===== src/rtl/crps_pkg.sv =====
`timescale 1ns / 1ps
`default_nettype none

package crps_pkg;

    localparam int MAX_POINTS = 64;
    localparam int DIMS       = 3;

    localparam int COORD_W    = 16;
    localparam int CMD_W      = 2;
    localparam int RANK_W     = 6;
    localparam int STATUS_W   = 2;
    localparam int COUNT_W    = 7;
    localparam int RADIUS_W   = 34;
    localparam int SQ_W       = 2 * COORD_W;
    localparam int IDX_W      = (MAX_POINTS > 1) ? $clog2(MAX_POINTS) : 1;

    // valid map is scanned eight bits a cycle when looking up a rank
    localparam int GROUP_SZ   = 8;
    localparam int N_GROUPS   = (MAX_POINTS + GROUP_SZ - 1) / GROUP_SZ;
    localparam int GRP_W      = (N_GROUPS > 1) ? $clog2(N_GROUPS) : 1;
    localparam int VPAD_W     = N_GROUPS * GROUP_SZ;

    localparam logic [CMD_W-1:0] CMD_LOAD  = 2'd0;
    localparam logic [CMD_W-1:0] CMD_PICK  = 2'd1;
    localparam logic [CMD_W-1:0] CMD_CLEAR = 2'd2;

    localparam logic [STATUS_W-1:0] ST_OK    = 2'd0;
    localparam logic [STATUS_W-1:0] ST_FULL  = 2'd1;
    localparam logic [STATUS_W-1:0] ST_RANK  = 2'd2;
    localparam logic [STATUS_W-1:0] ST_EMPTY = 2'd3;

    typedef struct packed {
        logic signed [COORD_W-1:0] z;
        logic signed [COORD_W-1:0] y;
        logic signed [COORD_W-1:0] x;
    } t_point;

    typedef struct packed {
        logic             valid;
        logic             hit;
        logic [IDX_W-1:0] idx;
    } t_hit;

    typedef struct packed {
        logic [STATUS_W-1:0] status;
        t_point              sample;
        logic [COUNT_W-1:0]  removed;
        logic [COUNT_W-1:0]  remaining;
    } t_result;

endpackage

`default_nettype wire


===== src/rtl/crps_dist_unit.sv =====
`timescale 1ns / 1ps
`default_nettype none

// three stages: |diff|, squares, sum and compare
module crps_dist_unit (
    input  wire logic                        i_clk,
    input  wire logic                        i_rst_n,
    input  wire logic                        i_valid,
    input  wire logic [crps_pkg::IDX_W-1:0]  i_idx,
    input  wire crps_pkg::t_point            i_point,
    input  wire crps_pkg::t_point            i_sample,
    input  wire logic [crps_pkg::RADIUS_W-1:0] i_radius,
    output crps_pkg::t_hit                   o_hit,
    output logic                             o_busy
);
    import crps_pkg::*;

    function automatic logic [COORD_W-1:0] abs_diff(
        input logic signed [COORD_W-1:0] a,
        input logic signed [COORD_W-1:0] b
    );
        logic signed [COORD_W:0] d;
        logic [COORD_W:0]        m;
        d = {a[COORD_W-1], a} - {b[COORD_W-1], b};
        m = d[COORD_W] ? (COORD_W+1)'(-d) : d;
        return m[COORD_W-1:0];
    endfunction

    logic               r1_v, r2_v, r3_v;
    logic [IDX_W-1:0]   r1_idx, r2_idx, r3_idx;
    logic [COORD_W-1:0] r1_ax, r1_ay, r1_az;
    logic [SQ_W-1:0]    r2_sx, r2_sy, r2_sz;
    logic               r3_hit;
    logic [RADIUS_W-1:0] sum;

    assign sum = RADIUS_W'(r2_sx) + RADIUS_W'(r2_sy) + RADIUS_W'(r2_sz);

    always_ff @(posedge i_clk) begin
        if (!i_rst_n) begin
            r1_v <= 1'b0;
            r2_v <= 1'b0;
            r3_v <= 1'b0;
        end else begin
            r1_v <= i_valid;
            r2_v <= r1_v;
            r3_v <= r2_v;
        end
    end

    always_ff @(posedge i_clk) begin
        r1_idx <= i_idx;
        r1_ax  <= abs_diff(i_point.x, i_sample.x);
        r1_ay  <= (DIMS > 1) ? abs_diff(i_point.y, i_sample.y) : '0;
        r1_az  <= (DIMS > 2) ? abs_diff(i_point.z, i_sample.z) : '0;

        r2_idx <= r1_idx;
        r2_sx  <= SQ_W'(r1_ax) * SQ_W'(r1_ax);
        r2_sy  <= SQ_W'(r1_ay) * SQ_W'(r1_ay);
        r2_sz  <= SQ_W'(r1_az) * SQ_W'(r1_az);

        r3_idx <= r2_idx;
        r3_hit <= (sum <= i_radius);
    end

    assign o_hit.valid = r3_v;
    assign o_hit.hit   = r3_hit;
    assign o_hit.idx   = r3_idx;
    assign o_busy      = r1_v | r2_v | r3_v;

endmodule

`default_nettype wire

===== config.mk =====
export PLATFORM = sky130hd
export DESIGN_NAME = crps_dist_unit
export DESIGN_NICKNAME = d
export VERILOG_FILES = /design/src/rtl/crps_pkg.sv /design/src/rtl/crps_dist_unit.sv
export SDC_FILE = /design/constraint.sdc
export NUM_CORES = 2
export LEC_CHECK = 0
export BUFFER_PORTS_ARGS = -buffer_cell sky130_fd_sc_hd__buf_4
export CORE_ASPECT_RATIO = 0.5
export CORE_MARGIN = 5
export CORE_UTILIZATION = 24
export DETAILED_ROUTE_END_ITERATION = 16
export GPL_TIMING_DRIVEN = 0
export HOLD_SLACK_MARGIN = 0.08
export PLACE_DENSITY = 0.47
export SKIP_CTS_REPAIR_TIMING = 1
export SLEW_MARGIN = 25
export SYNTH_ARGS = -nofsm -noshare
export SYNTH_HDL_FRONTEND = slang
export SYNTH_SLANG_ARGS = --single-unit

===== constraint.sdc =====
create_clock -name i_clk -period 16.15 [get_ports i_clk]
set_clock_uncertainty 0.1 [all_clocks]
set_input_delay 1.615 -clock i_clk [delete_from_list [all_inputs] [get_ports i_clk]]
set_output_delay 1.615 -clock i_clk [all_outputs]
set_load 0.02 [all_outputs]

==> key figures <==
STA
  – # setup viols final: 0
  – Final Max Tran Viols: 0
  – Slew Limit Headroom: 39.0%
  – Setup repair after global routing missed its margin: no
  – Period utilization: 47.4%
  – Final Worst Setup Slack: 8.49 ns
  – Fin Hold WS: 0.226 ns
  – Final count of hold timing violations: 0
  – Post-route setup TNS: 0 ns
  – Max Fclk: 131 MHz
  – Clock period minus final worst setup slack: 7.66 ns
  – Worst Tran Pin Value: 0.903 ns

Global route
  – Largest net degree at the start of global routing: 17
  – Vias in the first global route: 25.0k
  – GRT Total Usage: 12.0%
  – Antenna violations before repair: 0
  – Overflow after GRT: 0
  – First-pass GRT wire length: 134 mm

Placement
  – PortBufs: 147
  – GP Congestion: 0.833
  – Post-detail-place hpwl: 71.0 mm
  – Post-place setup slack: 8.50 ns

Synth
  – Register area share after synthesis: 10.4%
  – Gate Count Post-Synth: 3549
  – Post-synth EDFFs: 0
  – Yosys cell types: 73
  – Post-synth top cells: inv_1, fa_1, ha_1, nand2_1, dfxtp_1
  – Most frequent cell after synthesis: inv_1
  – Top-area cell type share of the netlist area: 33.2%
  – Synth Register Bits: 163
  – Largest cells by area after synthesis: fa_1, ha_1, inv_1, dfxtp_1, xnor2_1
  – Synth Flop Type: dfxtp_1
  – YS warnings: 0
  – Ys async rst share: 0%
  – Cell Area, Synth: 31400 µm²
  – Cell taking the most area after synthesis: fa_1
  – Avg Cell Area, Syn: 8.86 µm²

Clock network
  – CTS tree: built
  – H-tree levels: 4
  – CTS clk-pin slew, worst paths: 0.07 ns
  – CTS Buffer Depth: 2
  – TritonCTS Sinks: 163
  – Root Buffer: clkbuf_16
  – CTS Buf Count: 17
  – Clock latency on the worst-skew pair: 0.48 ns

Worst setup path
  – Setup crit end kind: flip-flop
  – CP max-delay cell: fa_1
  – Setup slack, reg-to-reg: 8.49 ns
  – Stages on the worst setup path: 22
  – Top Family by Delay on Critical Path: adder cells
  – Worst r2r src: r1_ax[4]
  – Worst EP arrival: 7.91 ns
  – CP startpoint kind: flip-flop
  – WS Path Type: flip-flop to flip-flop
  – R2r worst-path depth: 22
  – WP buf/inv: 5
  – Peak fanout along the critical path: 10
  – Most common cell on crit path: fa_1
  – Critical Path RT: 16.40 ns
  – CP Cell Sequence: clkbuf_1 > clkbuf_1 > nand2_1 > fa_1 > fa_1 > inv_1 > fa_1 > fa_1 > fa_1 > inv_1 > fa_1 > inv_1 > ha_1 > a21o_1 > a21oi_1 > o21ai_0 > a21o_1 > o31ai_1 > o21ai_0 > a311o_1 > a21oi_1 > xnor2_1
  – Largest stage delay, worst path: 0.58 ns
  – Worst r2r dst: r2_sx[29]

Hold path
  – HP Class: flip-flop to flip-flop
  – Min-Delay Endpoint: r2_idx[0]
  – Hold path cells: 0
  – Worst Min Path Start: r1_idx[0]

Drt
  – Vias: 23.2k
  – Residual DRC: 0
  – Routed Wire Length: 81.5 mm
  – Vias/cell: 4.24
  – Iter 0 DRT Violations: 1070
  – Routed Antenna Nets: 0
  – Detailed Routing Iterations Pass 1: 5
  – Drt wl/cell: 14.9 µm

Cells and area
  – Share of layout cells above drive strength 1: 6.06%
  – Fillers: 14.0k
  – Syn-to-layout area delta: 12.5%
  – Post-Route Utilization: 27.3%
  – Final #Nets: 4794
  – Inserted Diodes: 0

Floorplanning
  – FP Rows: 93
  – Die width: 522 µm
  – Die area: 139000 µm²
  – Core area: 129000 µm²
  – Die Y-Extent: 266 µm
  – Initial Utilization: 24.3%
  – IO Pins: 148

Run
  – Max Cap Viol: 0

Run status
  – Status: complete, no violations
-- how the worst max path moves through the flow --
stage	slack (ns)	end	start
floorplan	9.85	r2_sz[30]	r1_az[1]
global placement	8.57	r2_sz[30]	r1_az[4]
detailed placement	8.50	r2_sz[30]	r1_az[4]
CTS	8.47	r2_sz[30]	r1_az[4]
global route	7.98	r2_sz[30]	r1_az[4]
finish	8.49	r2_sx[29]	r1_ax[4]
-- metrics by stage --
stage	instances	instance area, µm²
floorplan	3550	31400
global placement	5454	34700
detailed placement	5454	34700
CTS	5486	35400
global route	5486	35400
finish	5486	35400
-- final cells by class --
type,count,area (µm²),share of cell area (%)
clock buffers,19,453,1.28
multi-input cells,2439,24600,69.6
inverters,874,3280,9.28
plain buffers,74,287,0.810
repair buffers,147,1100,3.12
clock inverters,13,170,0.481
flip-flops and latches,163,3260,9.23
well taps,1757,2200,6.22
-- kinds of logic after synthesis --
logic type	after synthesis	share of synthesized area [%]
other cells	2	0.0239
fa+ha+maj	939	49.8
xor+xnor	199	5.54
buf+inv	948	11.3
flops	163	10.4
compound gates	507	10.6
mux	9	0.314
simple gates	782	12.0
-- flip-flops by register name (all words and copies together) (netlist names), 6 cells and up --
register and count:
r2_idx 6, r1_az 16, r1_idx 6, r1_ax 16, r2_sz 31, r1_ay 16, r2_sx 31, r2_sy 31
r3_idx 6
-- worst reg2reg max path: stages (launching register included) --
cell	delay (ns)
dfxtp_1	0.44
clkbuf_1	0.43
clkbuf_1	0.54
nand2_1	0.15
fa_1	0.53
fa_1	0.52
inv_1	0.06
fa_1	0.42
fa_1	0.50
fa_1	0.58
inv_1	0.07
fa_1	0.48
inv_1	0.05
ha_1	0.35
a21o_1	0.18
a21oi_1	0.14
o21ai_0	0.12
a21o_1	0.20
o31ai_1	0.48
o21ai_0	0.37
a311o_1	0.45
a21oi_1	0.17
xnor2_1	0.22
-- layer usage --
layer,up-vias,GRT usage [%],share of wire [%]
li1,11400,-,-
met5,-,0,0
met4,0,2.97,2.1
met3,67,1.15,2.1
met2,283,20.8,48
met1,11500,16.1,47
-- cell usage in the layout, fill, tap and decap left out, types with 13 or more instances in the layout --
cell	synthesis	final
xor2_1	52	52
buf_4	2	149
nor2_1	153	153
a31oi_1	23	23
o21bai_1	24	24
nor2b_1	27	27
o31ai_1	13	13
a211oi_1	22	22
a21o_1	73	73
and3_1	25	25
o21a_1	27	27
xnor2_1	147	147
nand3_1	34	34
and2_1	135	135
o21ai_0	74	74
or2_2	14	14
fa_1	521	521
ha_1	418	418
inv_1	874	874
clkbuf_16	0	17
dfxtp_1	163	163
a31o_2	13	13
nand2_1	284	284
clkbuf_1	71	71
nand4_1	17	17
a21oi_1	150	150
or3_1	13	13
nand2b_1	26	26
nor3_1	34	34
Power is left out: the tool's default activity adds up to more than one toggle a clock period on the data nets, which glitch-free logic cannot reach.
