===== src/rtl/crps_pkg.sv =====
`timescale 1ns / 1ps
`default_nettype none

package crps_pkg;

    localparam int MAX_POINTS = 64;
    localparam int DIMS       = 3;

    localparam int COORD_W    = 16;
    localparam int CMD_W      = 2;
    localparam int RANK_W     = 6;
    localparam int STATUS_W   = 2;
    localparam int COUNT_W    = 7;
    localparam int RADIUS_W   = 34;
    localparam int SQ_W       = 2 * COORD_W;
    localparam int IDX_W      = (MAX_POINTS > 1) ? $clog2(MAX_POINTS) : 1;

    // valid map is scanned eight bits a cycle when looking up a rank
    localparam int GROUP_SZ   = 8;
    localparam int N_GROUPS   = (MAX_POINTS + GROUP_SZ - 1) / GROUP_SZ;
    localparam int GRP_W      = (N_GROUPS > 1) ? $clog2(N_GROUPS) : 1;
    localparam int VPAD_W     = N_GROUPS * GROUP_SZ;

    localparam logic [CMD_W-1:0] CMD_LOAD  = 2'd0;
    localparam logic [CMD_W-1:0] CMD_PICK  = 2'd1;
    localparam logic [CMD_W-1:0] CMD_CLEAR = 2'd2;

    localparam logic [STATUS_W-1:0] ST_OK    = 2'd0;
    localparam logic [STATUS_W-1:0] ST_FULL  = 2'd1;
    localparam logic [STATUS_W-1:0] ST_RANK  = 2'd2;
    localparam logic [STATUS_W-1:0] ST_EMPTY = 2'd3;

    typedef struct packed {
        logic signed [COORD_W-1:0] z;
        logic signed [COORD_W-1:0] y;
        logic signed [COORD_W-1:0] x;
    } t_point;

    typedef struct packed {
        logic             valid;
        logic             hit;
        logic [IDX_W-1:0] idx;
    } t_hit;

    typedef struct packed {
        logic [STATUS_W-1:0] status;
        t_point              sample;
        logic [COUNT_W-1:0]  removed;
        logic [COUNT_W-1:0]  remaining;
    } t_result;

endpackage

`default_nettype wire


===== src/rtl/crps_point_ram.sv =====
`timescale 1ns / 1ps
`default_nettype none

module crps_point_ram (
    input  wire logic                   i_clk,
    input  wire logic                   i_wr_en,
    input  wire logic [crps_pkg::IDX_W-1:0] i_wr_addr,
    input  wire crps_pkg::t_point       i_wr_data,
    input  wire logic                   i_rd_en,
    input  wire logic [crps_pkg::IDX_W-1:0] i_rd_addr,
    output crps_pkg::t_point            o_rd_data
);
    import crps_pkg::*;

    t_point r_mem [MAX_POINTS];
    t_point r_rd_data;

    always_ff @(posedge i_clk) begin
        if (i_wr_en) begin
            r_mem[i_wr_addr] <= i_wr_data;
        end
    end

    always_ff @(posedge i_clk) begin
        if (i_rd_en) begin
            r_rd_data <= r_mem[i_rd_addr];
        end
    end

    assign o_rd_data = r_rd_data;

endmodule

`default_nettype wire


===== config.mk =====
export PLATFORM = sky130hd
export DESIGN_NAME = crps_point_ram
export DESIGN_NICKNAME = d
export VERILOG_FILES = /design/src/rtl/crps_pkg.sv /design/src/rtl/crps_point_ram.sv
export SDC_FILE = /design/constraint.sdc
export NUM_CORES = 2
export LEC_CHECK = 0
export BUFFER_PORTS_ARGS = -buffer_cell sky130_fd_sc_hd__buf_4
export CORE_MARGIN = 2
export CORE_UTILIZATION = 35
export CTS_BUF_LIST = sky130_fd_sc_hd__clkbuf_2
export CTS_CLUSTER_SIZE = 20
export DETAILED_ROUTE_END_ITERATION = 10
export PLACE_DENSITY_LB_ADDON = 0.3
export REMOVE_ABC_BUFFERS = 1
export SLEW_MARGIN = 20
export SYNTH_ARGS = -nofsm -noshare
export SYNTH_HDL_FRONTEND = slang
export SYNTH_SLANG_ARGS = --single-unit

===== constraint.sdc =====
create_clock -name i_clk -period 7.9 [get_ports i_clk]
set_input_delay 0.395 -clock i_clk [delete_from_list [all_inputs] [get_ports i_clk]]
set_output_delay 0.395 -clock i_clk [all_outputs]
set_load 0.01 [all_outputs]

==> impl_results.html <==
<table>
<tr><th>Metric</th><th>Value</th></tr>
<tr><th colspan="2">Run status</th></tr>
<tr><td>Run status</td><td>finished clean</td></tr>
<tr><th colspan="2">Placement</th></tr>
<tr><td>GPL Wtd Cong</td><td>0.773</td></tr>
<tr><td>Dpl hpwl</td><td>175 mm</td></tr>
<tr><td>Dpl cell area</td><td>0.124 mm2</td></tr>
<tr><td>Number of buffers added on ports</td><td>110</td></tr>
<tr><th colspan="2">Setup path</th></tr>
<tr><td>Largest stage delay, worst path</td><td>0.82 ns</td></tr>
<tr><td>Crit path buffers/inverters</td><td>6</td></tr>
<tr><td>Family with the most delay on the worst path</td><td>buffers and inverters</td></tr>
<tr><td>Cell mode on critical path</td><td>sky130_fd_sc_hd__dlygate4sd3_1</td></tr>
<tr><td>Biggest fanout along the worst timing path</td><td>33</td></tr>
<tr><td>Type of element capturing the critical path</td><td>flop</td></tr>
<tr><td>Worst r2r dst</td><td>o_rd_data[17]</td></tr>
<tr><td>Launch point of the worst reg-to-reg path</td><td>r_mem[46][17]</td></tr>
<tr><td>CP Data Required Time</td><td>9.32 ns</td></tr>
<tr><td>Crit-path slowest cell</td><td>sky130_fd_sc_hd__nor2_4</td></tr>
<tr><td>Reg2Reg Depth</td><td>7</td></tr>
<tr><td>Data arrival time at the worst-slack endpoint</td><td>4.97 ns</td></tr>
<tr><td>Crit Path Class</td><td>primary input to flop</td></tr>
<tr><td>Worst-case register-to-register setup slack</td><td>5.02 ns</td></tr>
<tr><td>Critical path cell sequence</td><td>dlygate4sd3_1 &gt; buf_4 &gt; dlygate4sd3_1 &gt; nand4b_1 &gt; dlygate4sd3_1 &gt; dlygate4sd3_1 &gt; nor2_4 &gt; buf_4</td></tr>
<tr><td>Worst setup SP type</td><td>primary input</td></tr>
<tr><th colspan="2">Routing</th></tr>
<tr><td>Via count of the routed design</td><td>59700</td></tr>
<tr><td>First-pass iteration count of the detailed router</td><td>7</td></tr>
<tr><td>Wire length per cell after detailed routing</td><td>31.1 um</td></tr>
<tr><td>Routed wire length</td><td>336 mm</td></tr>
<tr><td>Vias per inst</td><td>5.52</td></tr>
<tr><td>Drt initial violations</td><td>7307</td></tr>
<tr><td>DRC</td><td>0</td></tr>
<tr><td>Post-route ant nets</td><td>0</td></tr>
<tr><th colspan="2">Synthesis</th></tr>
<tr><td>Async S/R FF share, synth</td><td>0</td></tr>
<tr><td>Most area-hungry cell type in the Yosys netlist</td><td>sky130_fd_sc_hd__edfxtp_1</td></tr>
<tr><td>Post-synth design cell area</td><td>0.118 mm2</td></tr>
<tr><td>Mean cell area of the mapped netlist</td><td>23.7 um2</td></tr>
<tr><td>Sequential share of the synthesized area</td><td>0.797</td></tr>
<tr><td>Synth cell types</td><td>35</td></tr>
<tr><td>Most frequent cell after synthesis</td><td>sky130_fd_sc_hd__edfxtp_1</td></tr>
<tr><td>EDFF count, synth</td><td>3120</td></tr>
<tr><td>Share of the synthesized area in the top cell type</td><td>0.797</td></tr>
<tr><td>Synthesis-stage register bit count</td><td>3120</td></tr>
<tr><td>Synthesized instance count</td><td>4970</td></tr>
<tr><td>Count of yosys warnings during synthesis</td><td>0</td></tr>
<tr><td>Top area cells in the synthesized netlist</td><td>sky130_fd_sc_hd__edfxtp_1, sky130_fd_sc_hd__mux4_2, sky130_fd_sc_hd__o22ai_1</td></tr>
<tr><td>Most instantiated flip-flop cell in the synthesis netlist</td><td>sky130_fd_sc_hd__edfxtp_1</td></tr>
<tr><td>Top post-synthesis cells by count</td><td>sky130_fd_sc_hd__edfxtp_1, sky130_fd_sc_hd__mux4_2, sky130_fd_sc_hd__nor2_1, sky130_fd_sc_hd__o22ai_1</td></tr>
<tr><th colspan="2">Final layout</th></tr>
<tr><td>Share of post-route cells with drive strength above 1</td><td>0.359</td></tr>
<tr><td>Util after Layout</td><td>0.400</td></tr>
<tr><td>Nets@finish</td><td>5996</td></tr>
<tr><td>Layout overhead on the synthesized area</td><td>13.6%</td></tr>
<tr><td>Cell area after layout</td><td>0.134 mm2</td></tr>
<tr><th colspan="2">STA</th></tr>
<tr><td>Final setup viols</td><td>0</td></tr>
<tr><td>Setup TNS Final</td><td>0 ns</td></tr>
<tr><td>Hold Fails Final Rpt</td><td>0</td></tr>
<tr><td>Worst rel slew slack</td><td>0.212</td></tr>
<tr><td>Final cycle utilization of the critical path</td><td>0.449</td></tr>
<tr><td>Clock Skew</td><td>0.156 ns</td></tr>
<tr><td>Number of pins exceeding their max-slew limit in the final report</td><td>0</td></tr>
<tr><td>Min Hold Slack</td><td>0.170 ns</td></tr>
<tr><td>Top achievable clock speed</td><td>0.282 GHz</td></tr>
<tr><td>Setup repair after global routing missed its margin</td><td>no</td></tr>
<tr><td>Worst slew pin tran</td><td>1.18 ns</td></tr>
<tr><td>Final critical path time including I/O delays and setup</td><td>3.54 ns</td></tr>
<tr><th colspan="2">Power</th></tr>
<tr><td>Sw frac</td><td>0.244</td></tr>
<tr><td>Proportion of power drawn by combinational gates</td><td>0.057</td></tr>
<tr><td>Part of the total power dissipated in sequential elements</td><td>0.607</td></tr>
<tr><td>Net switching component of the power</td><td>7.40 mW</td></tr>
<tr><td>Worst vdd rail ir drop</td><td>115 uV</td></tr>
<tr><td>Total power per unit cell area</td><td>227 mW/mm2</td></tr>
<tr><td>Leakage power</td><td>42.3 nW</td></tr>
<tr><td>Internal power summed over all cells</td><td>22.9 mW</td></tr>
<tr><td>Total power draw</td><td>30.3 mW</td></tr>
<tr><td>Clock Power Share</td><td>0.336</td></tr>
<tr><th colspan="2">Global routing</th></tr>
<tr><td>Maximum number of pins on one net before global-route repair</td><td>111</td></tr>
<tr><td>Initial antenna violation count</td><td>17</td></tr>
<tr><td>Vias in the first global route</td><td>61600</td></tr>
<tr><td>Global-route wire length before repair</td><td>467 mm</td></tr>
<tr><td>Global route total overflow</td><td>0</td></tr>
<tr><td>Total GRT Usage</td><td>0.194</td></tr>
<tr><th colspan="2">Min path</th></tr>
<tr><td>Start point of the worst hold path</td><td>i_wr_data[5]</td></tr>
<tr><td>Hold Crit Endpoint</td><td>r_mem[47][5]</td></tr>
<tr><td>Path type of the worst min-delay path</td><td>primary input to flop</td></tr>
<tr><td>Worst Hold Depth</td><td>4</td></tr>
<tr><th colspan="2">Die</th></tr>
<tr><td>Starting utilization of the core area</td><td>0.352</td></tr>
<tr><td>Die width</td><td>584 um</td></tr>
<tr><td>Row count</td><td>212</td></tr>
<tr><td>Die Footprint</td><td>0.341 mm2</td></tr>
<tr><td>Boundary Pins</td><td>111</td></tr>
<tr><td>Die height</td><td>584 um</td></tr>
<tr><td>Placeable Area</td><td>0.334 mm2</td></tr>
<tr><th colspan="2">Clocking</th></tr>
<tr><td>CTS tree</td><td>built</td></tr>
<tr><td>Post-CTS Setup Bufs</td><td>0</td></tr>
<tr><td>CTS-repair resized insts</td><td>0</td></tr>
<tr><td>Number of H-tree levels</td><td>6</td></tr>
<tr><td>Root Buffer</td><td>sky130_fd_sc_hd__clkbuf_2</td></tr>
<tr><td>Hold-fix buffers, CTS</td><td>217</td></tr>
<tr><td># clock sinks</td><td>3120</td></tr>
<tr><td>Clock Tree Buf Depth</td><td>4</td></tr>
<tr><td>Clock transition at the register clock pins on the worst setup and hold paths after CTS</td><td>0.10 ns</td></tr>
<tr><td>Insertion delay to the later sink of the worst-skew pair</td><td>1.88 ns</td></tr>
<tr><td>Cts bufs inserted</td><td>747</td></tr>
<tr><th colspan="2">Run</th></tr>
<tr><td>Max-capacitance violation count</td><td>0</td></tr>
</table>
metrics by stage:
stage / std cells / worst slack, ns
4_1_cts: 10800 / 4.57
3_3_place_gp: 9354 / 3.75
2_1_floorplan: 4688 / 3.37
5_1_grt: 10800 / 4.48
3_5_place_dp: 9354 / 3.74
6_report: 10800 / 4.36
worst min-delay path, stage by stage:
cell	delay, ns
sky130_fd_sc_hd__dlygate4sd3_1	0.53
sky130_fd_sc_hd__dlygate4sd3_1	0.58
sky130_fd_sc_hd__buf_4	0.14
sky130_fd_sc_hd__buf_12	0.23
kinds of logic (layout without fill, tap and decap cells):
logic type             Yosys count  after routing  share of synthesized area
AOI/OAI and AO/OA              486            486                     0.0301
muxes                          829            829                      0.151
DFF                           3120           3120                      0.797
buffers and inverters          282           1734                     0.0127
and+or+nand+nor                253            253                    0.00953
other                            0             13                          0
per-layer routing:
layer / routed length, um / global-route usage
met4: 8290 / 0.0564
met2: 159000 / 0.304
met3: 27800 / 0.0416
met5: 65 / 0
met1: 141000 / 0.273
worst max-delay path by stage:
| stage | start | endpoint | depth (start not counted) |
|---|---|---|---|
| 6_report | i_wr_addr[0] | r_mem[52][3] | 8 |
| 5_1_grt | i_wr_addr[0] | r_mem[54][33] | 8 |
| 4_1_cts | i_wr_addr[0] | r_mem[54][33] | 8 |
| 3_5_place_dp | i_rd_addr[2] | o_rd_data[25] | 6 |
| 3_3_place_gp | i_rd_addr[2] | o_rd_data[25] | 6 |
| 2_1_floorplan | i_wr_en | r_mem[48][0] | 3 |
power groups by stage:
stage	Sequential [mW]	Clock [mW]	Combinational [mW]
4_1_cts	18.4	10.5	1.74
6_report	18.4	10.2	1.72
3_3_place_gp	18.8	0	1.56
2_1_floorplan	18.8	0	0.675
3_5_place_dp	18.8	0	1.58
5_1_grt	18.4	11.3	1.83
sequential cells by signal (all words and copies together) (netlist names):
name and cells:
o_rd_data 48, r_mem 3072
area by class of cell:
cell class / instances / area [um2]
fillers: 29700 / 200000
flip-flops and latches: 3120 / 93700
multi-input cells: 1568 / 23000
well taps: 4387 / 5490
clock buffers: 1066 / 5340
repair buffers: 496 / 5080
clock inverters: 172 / 951
diodes: 13 / 32.5
cell usage in the layout, fill, tap and decap left out, types with 63 or more instances in the layout:
| cell type | count |
|---|---|
| sky130_fd_sc_hd__a21oi_1 | 74 |
| sky130_fd_sc_hd__a22oi_1 | 72 |
| sky130_fd_sc_hd__clkbuf_2 | 1066 |
| sky130_fd_sc_hd__clkinv_1 | 119 |
| sky130_fd_sc_hd__o22ai_1 | 122 |
| sky130_fd_sc_hd__dlygate4sd3_1 | 167 |
| sky130_fd_sc_hd__a221oi_1 | 83 |
| sky130_fd_sc_hd__mux2i_1 | 63 |
| sky130_fd_sc_hd__edfxtp_1 | 3120 |
| sky130_fd_sc_hd__nor2_1 | 67 |
| sky130_fd_sc_hd__nor2_4 | 64 |
| sky130_fd_sc_hd__buf_4 | 265 |
| sky130_fd_sc_hd__mux4_2 | 754 |
No activity file was read; power rests on OpenSTA's default activity.
